`config.mk`:
```
export PLATFORM = sky130hd
export DESIGN_NAME = swd_line_bit_engine_flat
export DESIGN_NICKNAME = d
export VERILOG_FILES = /design/src/rtl/swd_pkg.sv /design/src/rtl/swd_if.sv /design/src/rtl/swd_line_bit_engine.sv /design/src/rtl/swd_front.sv /design/src/rtl/swd_cmdq.sv /design/src/rtl/swd_back.sv /design/src/flat_wrapper.sv
export VERILOG_INCLUDE_DIRS = /design/src /design/src/rtl
export SDC_FILE = /design/constraint.sdc
export NUM_CORES = 1
export LEC_CHECK = 0
export ABC_AREA = 1
export BUFFER_PORTS_ARGS = -buffer_cell sky130_fd_sc_hd__clkbuf_2
export CORE_AREA = 2 2 188 190
export DETAILED_ROUTE_END_ITERATION = 10
export DIE_AREA = 0 0 190 192
export GPL_TIMING_DRIVEN = 1
export PLACE_DENSITY = 0.59
export SYNTH_ARGS = -nofsm -noshare
export SYNTH_HDL_FRONTEND = slang
export SYNTH_SLANG_ARGS = --single-unit
```
`constraint.sdc`:
```
create_clock -name i_clk -period 7.8 [get_ports i_clk]
set_clock_uncertainty 0.15 [all_clocks]
set_input_delay 1.17 -clock i_clk [delete_from_list [all_inputs] [get_ports i_clk]]
set_output_delay 1.17 -clock i_clk [all_outputs]
set_load 0.01 [all_outputs]
```
`src/rtl/swd_line_bit_engine_defines.svh`:
```
// ----------------------------------------------------------------------------
// SWD line bit engine assertion macros
// Shared concurrent check macros, clocked on i_clk and held off in reset.
// ----------------------------------------------------------------------------
`ifndef SWD_LINE_BIT_ENGINE_DEFINES_SVH
`define SWD_LINE_BIT_ENGINE_DEFINES_SVH

// Check a consequence in the same cycle as its antecedent
`define SWD_ASSERT_NOW(lbl, ante, cons) \
    lbl: assert property (@(posedge i_clk) disable iff (!i_rst_n) (ante) |-> (cons)) \
        else $error("swd line bit engine: same-cycle check failed");

// Check a consequence in the cycle after its antecedent
`define SWD_ASSERT_NEXT(lbl, ante, cons) \
    lbl: assert property (@(posedge i_clk) disable iff (!i_rst_n) (ante) |=> (cons)) \
        else $error("swd line bit engine: next-cycle check failed");

`endif

```
`src/rtl/swd_pkg.sv`:
```
// ----------------------------------------------------------------------------
// SWD line bit engine package
// Widths, request codes and the records passed between front, queue and back.
// ----------------------------------------------------------------------------
package swd_pkg;

    // Widths of the channel fields
    localparam int DATA_W     = 32;
    localparam int CNT_W      = 7;
    localparam int REQ_W      = 3;

    // Word size of the shift data path; write and read counts saturate here
    localparam int WORD_BITS  = 32;
    localparam int WORD_LIMIT = (WORD_BITS < DATA_W) ? WORD_BITS : DATA_W;
    localparam int IDX_W      = $clog2(WORD_LIMIT);

    // Longest run of fixed-level clocks
    localparam int MAX_FIXED  = 64;

    // Command queue between front and back
    localparam int Q_DEPTH    = 2;
    localparam int QP_W       = (Q_DEPTH > 1) ? $clog2(Q_DEPTH) : 1;
    localparam int QC_W       = $clog2(Q_DEPTH + 1);

    // Line request codes
    typedef enum logic [REQ_W-1:0] {
        REQ_WR_RISE  = 3'd0,
        REQ_WR_FALL  = 3'd1,
        REQ_FIXED    = 3'd2,
        REQ_READ     = 3'd3,
        REQ_TURN_IN  = 3'd4,
        REQ_TURN_OUT = 3'd5
    } t_req;

    // Classified command, as queued for the back end
    typedef struct packed {
        logic              preamble;   // half period driven high first
        logic              setup;      // data set up before falling edge
        logic              driven;     // host drives the line
        logic              from_data;  // level comes from the data word
        logic              level;      // level when not from data
        logic [CNT_W-1:0]  count;      // clock periods after the preamble
        logic [DATA_W-1:0] data;       // bits to send, bit 0 first
        logic [DATA_W-1:0] rd;         // assembled read word for last period
    } t_cmd;

    // One clock period result
    typedef struct packed {
        logic              swdio_level;
        logic              swdio_driven;
        logic              setup_before_fall;
        logic              half_period;
        logic [DATA_W-1:0] read_data;
        logic              last;
    } t_res;

    // Queue status seen by both sides
    typedef struct packed {
        logic empty;
        logic full;
    } t_q_stat;

    // Back end sequencer states
    typedef enum logic [2:0] {
        ST_IDLE = 3'b001,
        ST_PRE  = 3'b010,
        ST_BITS = 3'b100
    } t_bstate;

endpackage

```
`src/rtl/swd_if.sv`:
```
// ----------------------------------------------------------------------------
// SWD line bit engine channels
// Valid/ready channels for line requests and clock period results.
// ----------------------------------------------------------------------------
interface swd_req_if import swd_pkg::*; ();
    logic              valid;
    logic              ready;
    logic [REQ_W-1:0]  req_type;
    logic [DATA_W-1:0] payload;
    logic [CNT_W-1:0]  bit_count;
    logic              level;
    logic [DATA_W-1:0] sampled_line;

    modport source (
        output valid, req_type, payload, bit_count, level, sampled_line,
        input  ready
    );
    modport sink (
        input  valid, req_type, payload, bit_count, level, sampled_line,
        output ready
    );
endinterface

interface swd_res_if import swd_pkg::*; ();
    logic              valid;
    logic              ready;
    logic              swdio_level;
    logic              swdio_driven;
    logic              setup_before_fall;
    logic              half_period;
    logic [DATA_W-1:0] read_data;
    logic              last;

    modport source (
        output valid, swdio_level, swdio_driven, setup_before_fall, half_period,
               read_data, last,
        input  ready
    );
    modport sink (
        input  valid, swdio_level, swdio_driven, setup_before_fall, half_period,
               read_data, last,
        output ready
    );
endinterface

```
`src/rtl/swd_line_bit_engine.sv`:
```
// ----------------------------------------------------------------------------
// SWD line bit engine
// Turns SWD line commands into one result per SWCLK period.
// ----------------------------------------------------------------------------
// Each accepted command yields one result per clock period: its bit count
// (writes and reads saturate at 32, fixed clocks at 64), one for a
// turnaround, plus a half-period preamble before a rising-edge write on a
// released line. The back-end sequencer emits one result per cycle while
// the sink is ready and loads each command from its idle state, so it
// takes no new command before it is through with the last one. A
// two-entry command queue lets the front end accept the next commands
// while the back end is still playing out earlier ones; commands that
// produce no period are dropped by the front end and never queued.
`include "swd_line_bit_engine_defines.svh"

module swd_line_bit_engine import swd_pkg::*; (
    input  logic       i_clk,
    input  logic       i_rst_n,
    swd_req_if.sink    i_req,
    swd_res_if.source  o_res
);

    logic    push;
    logic    pop;
    t_cmd    push_cmd;
    t_cmd    head_cmd;
    t_q_stat q_stat;

    // Accept and classify commands
    swd_front u_front (
        .i_clk    (i_clk),
        .i_rst_n  (i_rst_n),
        .i_req    (i_req),
        .i_q_stat (q_stat),
        .o_push   (push),
        .o_cmd    (push_cmd)
    );

    // Buffer classified commands
    swd_cmdq u_cmdq (
        .i_clk   (i_clk),
        .i_rst_n (i_rst_n),
        .i_push  (push),
        .i_cmd   (push_cmd),
        .i_pop   (pop),
        .o_head  (head_cmd),
        .o_stat  (q_stat)
    );

    // Play commands out as clock periods
    swd_back u_back (
        .i_clk    (i_clk),
        .i_rst_n  (i_rst_n),
        .i_q_stat (q_stat),
        .i_head   (head_cmd),
        .o_pop    (pop),
        .o_res    (o_res)
    );

    // Queue never reads as both empty and full
    `SWD_ASSERT_NOW(a_q_stat_sane, 1'b1, !(q_stat.empty && q_stat.full))
    // Preamble is driven high with no setup and no read data
    `SWD_ASSERT_NOW(a_preamble_shape, o_res.valid && o_res.half_period,
        o_res.swdio_level && o_res.swdio_driven && !o_res.setup_before_fall
        && (o_res.read_data == '0))
    // Read data shows only on the final period of a command
    `SWD_ASSERT_NOW(a_read_on_last, o_res.valid && (o_res.read_data != '0), o_res.last)
    // An accepted turnaround always lands in the queue
    `SWD_ASSERT_NEXT(a_turn_queued,
        i_req.valid && i_req.ready && (i_req.req_type == REQ_TURN_IN), !q_stat.empty)

endmodule

```
`src/rtl/swd_front.sv`:
```
// ----------------------------------------------------------------------------
// SWD line bit engine front end
// Accepts line requests, tracks line state and queues classified commands.
// ----------------------------------------------------------------------------
module swd_front import swd_pkg::*; (
    input  logic       i_clk,
    input  logic       i_rst_n,
    swd_req_if.sink    i_req,
    input  t_q_stat    i_q_stat,
    output logic       o_push,
    output t_cmd       o_cmd
);

    logic              r_released;
    logic              r_level;
    logic              n_released;
    logic              n_level;
    logic              accept;
    logic              keep;
    logic [CNT_W-1:0]  n_word;
    logic [CNT_W-1:0]  n_fixed;
    logic [CNT_W-1:0]  last_pos;
    logic [IDX_W-1:0]  last_idx;
    logic              last_bit;
    logic [DATA_W-1:0] mask;

    assign i_req.ready = !i_q_stat.full;
    assign accept      = i_req.valid && i_req.ready;
    assign o_push      = accept && keep;

    // Saturate counts and pick the final written bit
    always_comb begin
        n_word   = (i_req.bit_count > CNT_W'(WORD_LIMIT)) ? CNT_W'(WORD_LIMIT)
                                                          : i_req.bit_count;
        n_fixed  = (i_req.bit_count > CNT_W'(MAX_FIXED)) ? CNT_W'(MAX_FIXED)
                                                         : i_req.bit_count;
        last_pos = n_word - CNT_W'(1);
        last_idx = last_pos[IDX_W-1:0];
        last_bit = i_req.payload[last_idx];
        for (int i = 0; i < DATA_W; i++) begin
            mask[i] = (CNT_W'(i) < n_word);
        end
    end

    // Classify the request and work out the line state it leaves
    always_comb begin
        n_released = r_released;
        n_level    = r_level;
        keep       = 1'b0;
        o_cmd      = '0;
        o_cmd.driven = 1'b1;
        case (i_req.req_type)
            REQ_WR_RISE: begin
                o_cmd.preamble  = r_released;
                o_cmd.from_data = 1'b1;
                o_cmd.count     = n_word;
                o_cmd.data      = i_req.payload;
                keep            = (n_word != '0) || r_released;
                n_released      = 1'b0;
                if (n_word != '0) begin
                    n_level = last_bit;
                end else if (r_released) begin
                    n_level = 1'b1;
                end
            end
            REQ_WR_FALL: begin
                o_cmd.setup     = 1'b1;
                o_cmd.from_data = 1'b1;
                o_cmd.count     = n_word;
                o_cmd.data      = i_req.payload;
                keep            = (n_word != '0);
                n_released      = 1'b0;
                if (n_word != '0) begin
                    n_level = last_bit;
                end
            end
            REQ_FIXED: begin
                o_cmd.setup = 1'b1;
                o_cmd.level = i_req.level;
                o_cmd.count = n_fixed;
                keep        = (n_fixed != '0);
                n_released  = 1'b0;
                n_level     = i_req.level;
            end
            REQ_READ: begin
                o_cmd.driven = !r_released;
                o_cmd.level  = r_level;
                o_cmd.count  = n_word;
                o_cmd.rd     = i_req.sampled_line & mask;
                keep         = (n_word != '0);
            end
            REQ_TURN_IN: begin
                o_cmd.driven = 1'b0;
                o_cmd.level  = r_level;
                o_cmd.count  = CNT_W'(1);
                keep         = 1'b1;
                n_released   = 1'b1;
            end
            REQ_TURN_OUT: begin
                o_cmd.level = r_level;
                o_cmd.count = CNT_W'(1);
                keep        = 1'b1;
                n_released  = 1'b0;
            end
            default: begin
                // drop unknown requests without touching the line state
                keep = 1'b0;
            end
        endcase
    end

    // Advance line state on each accepted transaction
    always_ff @(posedge i_clk) begin
        if (!i_rst_n) begin
            r_released <= 1'b0;
            r_level    <= 1'b0;
        end else if (accept) begin
            r_released <= n_released;
            r_level    <= n_level;
        end
    end

endmodule

```
`src/rtl/swd_cmdq.sv`:
```
// ----------------------------------------------------------------------------
// SWD line bit engine command queue
// Short register queue that decouples the front end from the back end.
// ----------------------------------------------------------------------------
module swd_cmdq import swd_pkg::*; (
    input  logic     i_clk,
    input  logic     i_rst_n,
    input  logic     i_push,
    input  t_cmd     i_cmd,
    input  logic     i_pop,
    output t_cmd     o_head,
    output t_q_stat  o_stat
);

    t_cmd             r_mem [Q_DEPTH];
    logic [QP_W-1:0]  r_wptr;
    logic [QP_W-1:0]  r_rptr;
    logic [QC_W-1:0]  r_count;
    logic             do_push;
    logic             do_pop;

    assign o_stat.empty = (r_count == '0);
    assign o_stat.full  = (r_count == QC_W'(Q_DEPTH));
    assign do_push      = i_push && !o_stat.full;
    assign do_pop       = i_pop && !o_stat.empty;
    assign o_head       = r_mem[r_rptr];

    function automatic logic [QP_W-1:0] wrap_inc(input logic [QP_W-1:0] ptr);
        return (ptr == QP_W'(Q_DEPTH - 1)) ? '0 : ptr + QP_W'(1);
    endfunction

    // Store entries
    always_ff @(posedge i_clk) begin
        if (do_push) begin
            r_mem[r_wptr] <= i_cmd;
        end
    end

    // Advance pointers and fill count
    always_ff @(posedge i_clk) begin
        if (!i_rst_n) begin
            r_wptr  <= '0;
            r_rptr  <= '0;
            r_count <= '0;
        end else begin
            if (do_push) begin
                r_wptr <= wrap_inc(r_wptr);
            end
            if (do_pop) begin
                r_rptr <= wrap_inc(r_rptr);
            end
            if (do_push && !do_pop) begin
                r_count <= r_count + QC_W'(1);
            end else if (do_pop && !do_push) begin
                r_count <= r_count - QC_W'(1);
            end
        end
    end

endmodule

```
`src/rtl/swd_back.sv`:
```
// ----------------------------------------------------------------------------
// SWD line bit engine back end
// Plays one queued command as clock period results into an output register.
// ----------------------------------------------------------------------------
module swd_back import swd_pkg::*; (
    input  logic       i_clk,
    input  logic       i_rst_n,
    input  t_q_stat    i_q_stat,
    input  t_cmd       i_head,
    output logic       o_pop,
    swd_res_if.source  o_res
);

    t_bstate           r_state;
    t_bstate           n_state;
    t_cmd              r_cur;
    logic [DATA_W-1:0] r_data;
    logic [CNT_W-1:0]  r_rem;
    logic              r_res_valid;
    t_res              r_res;
    logic              can_emit;
    logic              emit;
    t_res              n_res;

    assign can_emit = !r_res_valid || o_res.ready;
    assign o_pop    = (r_state == ST_IDLE) && !i_q_stat.empty;

    // Build the next period and pick the next state
    always_comb begin
        n_state = r_state;
        emit    = 1'b0;
        n_res   = '0;
        case (r_state)
            ST_IDLE: begin
                if (!i_q_stat.empty) begin
                    n_state = i_head.preamble ? ST_PRE : ST_BITS;
                end
            end
            ST_PRE: begin
                n_res.swdio_level  = 1'b1;
                n_res.swdio_driven = 1'b1;
                n_res.half_period  = 1'b1;
                n_res.last         = (r_rem == '0);
                if (can_emit) begin
                    emit    = 1'b1;
                    n_state = (r_rem == '0) ? ST_IDLE : ST_BITS;
                end
            end
            ST_BITS: begin
                n_res.swdio_level       = r_cur.from_data ? r_data[0] : r_cur.level;
                n_res.swdio_driven      = r_cur.driven;
                n_res.setup_before_fall = r_cur.setup;
                n_res.last              = (r_rem == CNT_W'(1));
                n_res.read_data         = (r_rem == CNT_W'(1)) ? r_cur.rd : '0;
                if (can_emit) begin
                    emit    = 1'b1;
                    n_state = (r_rem == CNT_W'(1)) ? ST_IDLE : ST_BITS;
                end
            end
            default: begin
                n_state = ST_IDLE;
            end
        endcase
    end

    // Load a command, then shift data and count periods down
    always_ff @(posedge i_clk) begin
        if (!i_rst_n) begin
            r_state <= ST_IDLE;
            r_rem   <= '0;
        end else begin
            r_state <= n_state;
            if (o_pop) begin
                r_rem <= i_head.count;
            end else if (emit && (r_state == ST_BITS)) begin
                r_rem <= r_rem - CNT_W'(1);
            end
        end
    end

    always_ff @(posedge i_clk) begin
        if (o_pop) begin
            r_cur  <= i_head;
            r_data <= i_head.data;
        end else if (emit && (r_state == ST_BITS)) begin
            r_data <= r_data >> 1;
        end
    end

    // Hold the result until the sink takes it
    always_ff @(posedge i_clk) begin
        if (!i_rst_n) begin
            r_res_valid <= 1'b0;
        end else if (emit) begin
            r_res_valid <= 1'b1;
        end else if (o_res.ready) begin
            r_res_valid <= 1'b0;
        end
    end

    always_ff @(posedge i_clk) begin
        if (emit) begin
            r_res <= n_res;
        end
    end

    assign o_res.valid             = r_res_valid;
    assign o_res.swdio_level       = r_res.swdio_level;
    assign o_res.swdio_driven      = r_res.swdio_driven;
    assign o_res.setup_before_fall = r_res.setup_before_fall;
    assign o_res.half_period       = r_res.half_period;
    assign o_res.read_data         = r_res.read_data;
    assign o_res.last              = r_res.last;

endmodule

```
`src/flat_wrapper.sv`:
```
// flat-port wrapper written by rule: the top's interface ports become plain ports
module swd_line_bit_engine_flat import swd_pkg::*;
  (i_clk, i_rst_n, i_req_valid, i_req_req_type, i_req_payload, i_req_bit_count, i_req_level, i_req_sampled_line, i_req_ready, o_res_valid, o_res_swdio_level, o_res_swdio_driven, o_res_setup_before_fall, o_res_half_period, o_res_read_data, o_res_last, o_res_ready);
  swd_req_if i_req_i ();
  swd_res_if o_res_i ();
  input  logic i_clk;
  input  logic i_rst_n;
  input wire logic [$bits(i_req_i.valid)-1:0] i_req_valid;
  input wire logic [$bits(i_req_i.req_type)-1:0] i_req_req_type;
  input wire logic [$bits(i_req_i.payload)-1:0] i_req_payload;
  input wire logic [$bits(i_req_i.bit_count)-1:0] i_req_bit_count;
  input wire logic [$bits(i_req_i.level)-1:0] i_req_level;
  input wire logic [$bits(i_req_i.sampled_line)-1:0] i_req_sampled_line;
  output wire logic [$bits(i_req_i.ready)-1:0] i_req_ready;
  output wire logic [$bits(o_res_i.valid)-1:0] o_res_valid;
  output wire logic [$bits(o_res_i.swdio_level)-1:0] o_res_swdio_level;
  output wire logic [$bits(o_res_i.swdio_driven)-1:0] o_res_swdio_driven;
  output wire logic [$bits(o_res_i.setup_before_fall)-1:0] o_res_setup_before_fall;
  output wire logic [$bits(o_res_i.half_period)-1:0] o_res_half_period;
  output wire logic [$bits(o_res_i.read_data)-1:0] o_res_read_data;
  output wire logic [$bits(o_res_i.last)-1:0] o_res_last;
  input wire logic [$bits(o_res_i.ready)-1:0] o_res_ready;
  assign i_req_i.valid = i_req_valid;
  assign i_req_i.req_type = i_req_req_type;
  assign i_req_i.payload = i_req_payload;
  assign i_req_i.bit_count = i_req_bit_count;
  assign i_req_i.level = i_req_level;
  assign i_req_i.sampled_line = i_req_sampled_line;
  assign i_req_ready = i_req_i.ready;
  assign o_res_valid = o_res_i.valid;
  assign o_res_swdio_level = o_res_i.swdio_level;
  assign o_res_swdio_driven = o_res_i.swdio_driven;
  assign o_res_setup_before_fall = o_res_i.setup_before_fall;
  assign o_res_half_period = o_res_i.half_period;
  assign o_res_read_data = o_res_i.read_data;
  assign o_res_last = o_res_i.last;
  assign o_res_i.ready = o_res_ready;
  swd_line_bit_engine u_core (.i_clk(i_clk), .i_rst_n(i_rst_n), .i_req(i_req_i), .o_res(o_res_i));
endmodule
```
==> impl_metrics.yaml, run 1 <==
yosys:
  yosysMostFrequentCell: "edfxtp_1"
  synth_top_area_cell: "edfxtp_1"
  synthesis.area_um2: 11500
  synthTopCellsByCount: "edfxtp_1, nand2_1, nor2_1"
  yosysTopAreaCellShare: 0.669
  syn-num-nets: 1134
  synth_cell_types: 43
  synth_edf_count: 257
  ys_seq_elements: 275
  synth.avg_cell_area_um2: 11.0
  synthTopCellsByArea: "edfxtp_1, nand2_1, nor2_1, inv_1, dfxtp_1"
  syn_inst: 1051
  ys_seq_area_frac: 0.700
  yosys_warnings: 0
  ys.flop_type: "edfxtp_1"
  synth-async-reset-ratio: 0
global_route:
  use_met3: 0.0261
  first_global_vias: 7385
  grt_antenna_before_repair: 4
  gr-total-overflow: 0
  grt_max_degree: 76
  grt_pass1_wl_um: 41400
  grt.total_usage: 0.147
  grtUsageMet2: 0.246
  met1_usage: 0.196
  top_usage_layer: "met2"
finish:
  area_delta_synth_final_pct: 17.8
  drive_above_1_share: 0.170
  multi_input_area_um2: 2850
  nNetsFinal: 1255
  fill_cells: 3274
  register_area_um2: 8080
  design_area_um2: 13600
  antenna_cells: 0
sta:
  slew_headroom: 0.276
  period_minus_slack_ps: 4510
  setup-tns-final_ps: 0
  rsz0062_at_grt: "no"
  fin_crit_sh: 0.578
  finalSetupViolCount: 0
  whs_ps: 308
  setup_slack_ps: 3290
  worst_pin_slew_ps: 1080
  finalHoldViolations: 0
  finalMaxSlewViolations: 0
  max_freq_ghz: 0.222
drt:
  via_per_inst: 4.70
  drtPass1Iterations: 5
  wire_per_inst_um: 16.6
  initialDrtViolationCount: 545
  ant_nets: 0
  routed_wirelength_um: 27300
  vias: 7741
  drcViolationCount: 0
worst_setup_path:
  cp-start-kind: "primary input"
  cp-startpoint: "i_req_bit_count[0]"
  crit_chain: "clkbuf_2, inv_2, nand2_2, nor2_2, nand2_4, nand2_8, inv_2, nor2_1, inv_1, ha_1, nand2_1, nor2_1, o221ai_1, nand2_1, inv_2, nand2_1, inv_2, buf_4"
  slowest_delay_ps: 630
  end_kind: "flop"
  slowest_stage: "inv_2"
  path_delay_family: "buffers and inverters"
  path_class: "in -> reg"
  timing.rr.start: "u_core.u_front.r_released"
  path_buf_inv: 7
  critPathMaxFanout: 39
  arrival_ps: 4520
  crit_required_ps: 7820
  crit_top_cell: "inv_2"
die:
  dieHeight_um: 192
  ios: 118
  fp.dieArea_um2: 36500
  coreArea_um2: 34300
  start_util: 0.337
  die_w_um: 190
  rows: 68
place:
  placement.io_buffers: 117
  place.gp.congestion: 0.861
  hpwl_um: 18400
  placed_area_um2: 12600
  dp_slack_ps: 2700
clocking:
  post-cts-setup-buffers: 0
  cts_tree: "done"
  numCtsBuffers: 28
  clk_latency_ps: 550
  cts_sinks: 275
  cts_resized: 0
  hold_buffers: 0
  clkTransAtPathRegs_ps: 60
  clockBufferDepth: 3
  cts.htree.levels: 1
  clock_tree.root_cell: "clkbuf_16"
power_and_ir_drop:
  vdd_drop_max_v: 0.000197
  power.leakage_nw: 5.56
  power.density_nw_per_um2: 338
hold_path:
  hold_path_class: "reg -> reg"
  hold_start: "u_core.u_cmdq.r_rptr"
job:
  cap_viol_max_count: 0
status:
  status: "complete, no violations"
[cell families after synthesis]
| logic type | after synthesis | share of synthesized area |
|---|---|---|
| and+or+nand+nor | 493 | 0.177 |
| DFF | 275 | 0.700 |
| buffers and inverters | 161 | 0.0542 |
| AOI/OAI and AO/OA | 114 | 0.0609 |
| adders and majority gates | 4 | 0.00434 |
| xor gates and xnor gates | 2 | 0.00152 |
| muxes | 2 | 0.00173 |
[flip-flops by register name (all words and copies together), names as in the netlist, 2 cells and up, named ones only]
name,flops
u_core.u_back.r_cur,36
u_core.u_back.r_data,32
u_core.u_cmdq.r_count,2
u_core.u_back.r_state,3
u_core.u_back.r_rem,7
u_core.u_back.o_res.read_data,32
u_core.u_cmdq.r_mem,152
[final cells by class]
class | instances | share of cell area
Inverter | 124 | 0.0344
Timing Repair Buffer | 128 | 0.0491
Multi-Input combinational cell | 615 | 0.210
Clock inverter | 15 | 0.0154
Sequential cell | 275 | 0.594
Clock buffer | 36 | 0.0553
Tap cell | 455 | 0.0419
[cells in the final DEF (no fill, tap or decap), drive strengths merged, types with 11 or more instances in the layout]
master,Yosys,layout
dfxtp,18,18
clkbuf,29,153
nor2,182,182
a21oi,37,37
o21ai,25,25
inv,124,125
edfxtp,257,257
nand2,240,240
nand3,58,58
buf,8,11
o31ai,31,31
[report_power, final]
part	total, mW	switching [mW]	leakage [nW]	internal (mW)
registers	2.15	0.0894	2.57	2.06
clock network	1.40	0.552	0.462	0.846
logic	1.05	0.764	2.53	0.290
[path summary, 6_finish.rpt]
kind	cells past startpoint	slack, ps	to
worst max register to register	8	4860	u_core.u_cmdq.r_mem[1][1]
worst min register to register	1	310	u_core.u_cmdq.r_rptr
worst min-delay path	1	310	u_core.u_cmdq.r_rptr
worst max-delay path	18	3290	u_core.u_cmdq.r_mem[1][1]
[stage by stage]
| step | utilization | total power [mW] | cells |
|---|---|---|---|
| floorplan | - | 2.89 | 1051 |
| global placement | 0.369 | 3.23 | 1597 |
| detailed placement | 0.369 | 3.25 | 1597 |
| CTS | 0.397 | 4.66 | 1648 |
| global route | 0.397 | 4.85 | 1648 |
| finish | 0.397 | 4.60 | 1648 |
[layer usage]
| metal | part of all wire | up-vias |
|---|---|---|
| met5 | 0.0014 | - |
| met1 | 0.44 | 3680 |
| li1 | - | 3783 |
| met2 | 0.47 | 223 |
| met3 | 0.064 | 49 |
| met4 | 0.025 | 6 |
No activity file was read; power rests on OpenSTA's default activity.
==> inputs of run 2 (changes only) <==
--- a/config.mk
+++ b/config.mk
@@ -12,7 +12,7 @@
 export DETAILED_ROUTE_END_ITERATION = 10
 export DIE_AREA = 0 0 190 192
 export GPL_TIMING_DRIVEN = 1
-export PLACE_DENSITY = 0.59
+export PLACE_DENSITY = 0.61
 export SYNTH_ARGS = -nofsm -noshare
 export SYNTH_HDL_FRONTEND = slang
 export SYNTH_SLANG_ARGS = --single-unit
==> constraint.sdc (replaced) <==
create_clock -name i_clk -period 3.92 [get_ports i_clk]
set_clock_uncertainty 0.15 [all_clocks]
set_input_delay 0.588 -clock i_clk [delete_from_list [all_inputs] [get_ports i_clk]]
set_output_delay 0.588 -clock i_clk [all_outputs]
set_load 0.01 [all_outputs]
==> run 2 against run 1 <==
  * Sequential share of layout area barely moved
  * Routed wire length shrank 0.29%
  * Cell count is 0.24% higher
  * Via count grew 0.62%
  * Sequential cell count unchanged
  * Worst setup slack worse by 2300 ps
  * Critical path type unchanged
  * Highest routed layer unchanged
==> impl_metrics.yaml, run 2 (synthesis gave the netlist of run 1 again) <==
status:
  status: "complete, no violations"
global_route:
  grt_pass1_wl_um: 42100
  first_global_vias: 7573
  grt.total_usage: 0.149
  gr-total-overflow: 0
  grt_antenna_before_repair: 2
  grt_max_degree: 52
worst_setup_path:
  path_class: "in -> reg"
  crit_required_ps: 3940
  critPathMaxFanout: 33
  end_kind: "flop"
  arrival_ps: 2930
  cp-start-kind: "primary input"
sta:
  setup-tns-final_ps: 0
  max_freq_ghz: 0.344
  worst_pin_slew_ps: 1060
  fin_crit_sh: 0.742
  finalSetupViolCount: 0
  finalMaxSlewViolations: 0
  period_minus_slack_ps: 2910
  finalHoldViolations: 0
  rsz0062_at_grt: "no"
  slew_headroom: 0.292
drt:
  wire_per_inst_um: 16.5
  vias: 7789
  ant_nets: 0
  via_per_inst: 4.71
  drtPass1Iterations: 5
  drcViolationCount: 0
  routed_wirelength_um: 27300
  initialDrtViolationCount: 707
finish:
  reg_top3: "u_core.u_cmdq.r_mem (152), u_core.u_back.r_cur (36)"
  regMostFlops: "u_core.u_cmdq.r_mem"
  largest_reg_flops: 152
  drive_above_1_share: 0.169
  layout_common_cells: "edfxtp_1, nand2_1, nor2_1"
  area_delta_synth_final_pct: 17.8
  antenna_cells: 0
  final_common_cell: "edfxtp_1"
  nNetsFinal: 1258
clocking:
  cts.htree.levels: 1
  post-cts-setup-buffers: 0
  cts_tree: "done"
  numCtsBuffers: 28
  cts_sinks: 275
  clkTransAtPathRegs_ps: 60
  clk_latency_ps: 540
  clock_tree.root_cell: "clkbuf_16"
  cts_resized: 0
  clockBufferDepth: 3
  hold_buffers: 0
die:
  fp.dieArea_um2: 36500
  ios: 118
  coreArea_um2: 34300
  dieHeight_um: 192
  rows: 68
  start_util: 0.337
  die_w_um: 190
place:
  place.gp.congestion: 0.859
  hpwl_um: 18400
  placement.io_buffers: 117
hold_path:
  hold_path_class: "in -> reg"
job:
  cap_viol_max_count: 0
power_and_ir_drop:
  vdd_drop_max_v: 0.000352
  power.density_nw_per_um2: 662
  total_power_mw: 9.00
  power.leakage_nw: 5.55
## run 2: cell types whose count changed in the layout (fill, tap and decap cells not counted)
cell       delta
clkinv_1      +1
inv_2         -1
inv_6         -1
clkbuf_1      +4
bufinv_16     -2
buf_4         +1
buf_12        +2
## run 2: critical path: stages
cell      delay (ps)
clkbuf_2          90
inv_2            140
nand2_2          100
nor2_4           120
nand2_4           80
nand2_8          120
inv_2             80
nor2_1           170
inv_1             80
ha_1             230
nand2_1          130
nor2_1            50
o221ai_1         190
nand2_1          150
nor2_4           140
buf_4            430
## run 2: final timing paths
check	from	endpoint	slack, ps	cells past startpoint
setup / recovery	i_req_bit_count[3]	u_core.u_cmdq.r_mem[0][29]	1010	16
hold / removal	i_rst_n	u_core.u_back.r_state[0]	250	2
setup reg to reg	u_core.u_back.r_state[0]	u_core.u_back.r_rem[1]	1490	7
hold reg to reg	u_core.u_cmdq.r_rptr	flop	300	1
## run 2: metal layers
metal	share of wire	track usage	wire, µm
met2	0.46	0.240	12500
met5	0.0011	0	30
met3	0.062	0.0258	1680
met4	0.038	0.0614	1050
met1	0.44	0.200	12000
## run 2: final cells by class
| class | count | area (µm²) |
|---|---|---|
| repair buffers | 131 | 716 |
| well taps | 455 | 569 |
| clock inverters | 12 | 140 |
| inverters | 124 | 468 |
| flip-flops and latches | 275 | 8080 |
| multi-input cells | 615 | 2850 |
| fillers | 3283 | 20700 |
| clock buffers | 40 | 767 |
## run 2: per-stage QoR
step | area [µm²] | setup WS, ps | instances | hold WS (ps) | util
floorplan | 11500 | 268 | 1051 | 276 | -
global placement | 12700 | 588 | 1600 | 278 | 0.370
detailed placement | 12700 | 482 | 1600 | 290 | 0.370
CTS | 13600 | 1030 | 1652 | 217 | 0.396
global route | 13600 | 842 | 1652 | 239 | 0.396
finish | 13600 | 1010 | 1652 | 245 | 0.396
## run 2: where the power goes
part	internal, mW	switching (mW)	leakage (nW)
sequential	4.09	0.230	2.57
combinational	0.593	1.47	2.54
clock	1.56	1.06	0.434
==> inputs of run 3 (changes only) <==
--- a/config.mk
+++ b/config.mk
@@ -12,7 +12,7 @@
 export DETAILED_ROUTE_END_ITERATION = 10
 export DIE_AREA = 0 0 190 192
 export GPL_TIMING_DRIVEN = 1
-export PLACE_DENSITY = 0.61
+export PLACE_DENSITY = 0.59
 export SYNTH_ARGS = -nofsm -noshare
 export SYNTH_HDL_FRONTEND = slang
 export SYNTH_SLANG_ARGS = --single-unit
==> constraint.sdc (replaced) <==
create_clock -name i_clk -period 2.9 [get_ports i_clk]
set_clock_uncertainty 0.15 [all_clocks]
set_input_delay 0.435 -clock i_clk [delete_from_list [all_inputs] [get_ports i_clk]]
set_output_delay 0.435 -clock i_clk [all_outputs]
set_load 0.01 [all_outputs]
==> run 3 against run 2 <==
  * Critical endpoint is now u_core.u_cmdq.r_count[1]
  * Via count decreased by 1.8%
  * Worst hold slack lost 180 ps
  * Global-route usage down 0.42 points
  * Non-clock buffer count rose by 19
  * Largest power group unchanged
  * Sequential power increased by 33%
  * Power grew 38%
  * Die area did not move
==> impl_metrics.yaml, run 3 (synthesis gave the netlist of run 1 again) <==
status:
  status: "complete, no violations"
place:
  place.gp.congestion: 0.858
  placement.io_buffers: 117
  dp_cells: 1619
  dp_slack_ps: -37.4
  placed_area_um2: 13000
  hpwl_um: 18100
finish:
  multi_input_area_um2: 2900
  antenna_cells: 0
  regMostFlops: "u_core.u_cmdq.r_mem"
  largest_reg_flops: 152
  reg_top3: "u_core.u_cmdq.r_mem (152), u_core.u_back.r_cur (36)"
  fin_util: 0.408
  drive_above_1_share: 0.192
  stdcell_count: 1671
  area_delta_synth_final_pct: 21.2
  layout_common_cells: "edfxtp_1, nand2_1, nor2_1"
  fill_cells: 3254
  nNetsFinal: 1277
  register_area_um2: 8080
  design_area_um2: 14000
  final_common_cell: "edfxtp_1"
power_and_ir_drop:
  vdd_drop_max_v: 0.000455
  p_int_mw: 8.66
  switching_share: 0.305
  clkPwrFrac: 0.300
  p_comb_frac: 0.238
  seqPwrFrac: 0.462
  power.leakage_nw: 5.72
  power.density_nw_per_um2: 891
  total_power_mw: 12.5
  power.switching_mw: 3.81
global_route:
  grt_pass1_wl_um: 41300
  grt_max_degree: 72
  grt.total_usage: 0.145
  grt_antenna_before_repair: 0
  first_global_vias: 7599
  gr-total-overflow: 0
sta:
  period_minus_slack_ps: 2390
  setup-tns-final_ps: 0
  worst_pin_slew_ps: 647
  setup_slack_ps: 511
  finalHoldViolations: 0
  finalSetupViolCount: 0
  rsz0062_at_grt: "no"
  max_freq_ghz: 0.419
  whs_ps: 66.6
  finalMaxSlewViolations: 0
  slew_headroom: 0.568
  fin_crit_sh: 0.824
die:
  fp.dieArea_um2: 36500
  dieHeight_um: 192
  ios: 118
  die_w_um: 190
  coreArea_um2: 34300
  start_util: 0.337
  rows: 68
worst_setup_path:
  end_kind: "flop"
  cp-start-kind: "primary input"
  path_buf_inv: 6
  path_delay_family: "simple AND/OR/NAND/NOR gates"
  crit_required_ps: 3220
  path_class: "in -> reg"
  critPathMaxFanout: 4
  arrival_ps: 2710
  slowest_stage: "ha_1"
  crit_chain: "clkbuf_2, inv_16, nand2_4, nor2_4, nand2_4, nand2_8, inv_8, nor2_4, inv_2, ha_4, nand2_2, nor2_1, o221ai_1, nand2_1, inv_2, ha_1, a21oi_1, o21ai_0, buf_4, a21oi_1"
  slowest_delay_ps: 250
drt:
  drcViolationCount: 0
  drtPass1Iterations: 5
  via_per_inst: 4.58
  vias: 7646
  routed_wirelength_um: 26300
  ant_nets: 0
  wire_per_inst_um: 15.7
  initialDrtViolationCount: 544
clocking:
  clock_tree.root_cell: "clkbuf_16"
  clockBufferDepth: 3
  clkTransAtPathRegs_ps: 60
  post-cts-setup-buffers: 0
  cts_sinks: 275
  cts_tree: "done"
  clk_latency_ps: 540
  numCtsBuffers: 28
  cts_resized: 0
  cts.htree.levels: 1
  hold_buffers: 0
hold_path:
  hold_path_class: "in -> reg"
job:
  cap_viol_max_count: 0
==> run 3: power by group through the flow <==
stage | combinational [mW] | sequential [mW] | clock [mW]
finish | 2.97 | 5.76 | 3.74
global route | 3.40 | 5.85 | 3.97
CTS | 3.03 | 5.77 | 3.82
detailed placement | 3.02 | 5.84 | 0
global placement | 2.98 | 5.83 | 0
floorplan | 1.97 | 5.82 | 0
==> run 3: cell type report <==
type / count / share of cell area
clock buffer: 31 / 0.0531
clock inverter: 21 / 0.0168
inverter: 124 / 0.0364
multi-input combinational: 615 / 0.207
sequential: 275 / 0.578
tap: 455 / 0.0407
timing repair buffer: 150 / 0.0677
==> run 3: worst paths after layout <==
check,start,end,slack (ps),cells past startpoint
worst min-delay path,i_req_sampled_line[23],u_core.u_cmdq.r_mem[1][23],70,2
worst max-delay path,i_req_bit_count[2],u_core.u_cmdq.r_count[1],510,20
worst min register to register,u_core.u_cmdq.r_rptr,flop,300,1
worst max register to register,u_core.u_cmdq.r_count[0],u_core.u_cmdq.r_count[1],710,11
==> run 3: metal layers <==
layer | track usage | share of wire
met1 | 0.189 | 0.44
met2 | 0.243 | 0.48
met3 | 0.0241 | 0.049
met5 | 0 | 0
met4 | 0.0552 | 0.031
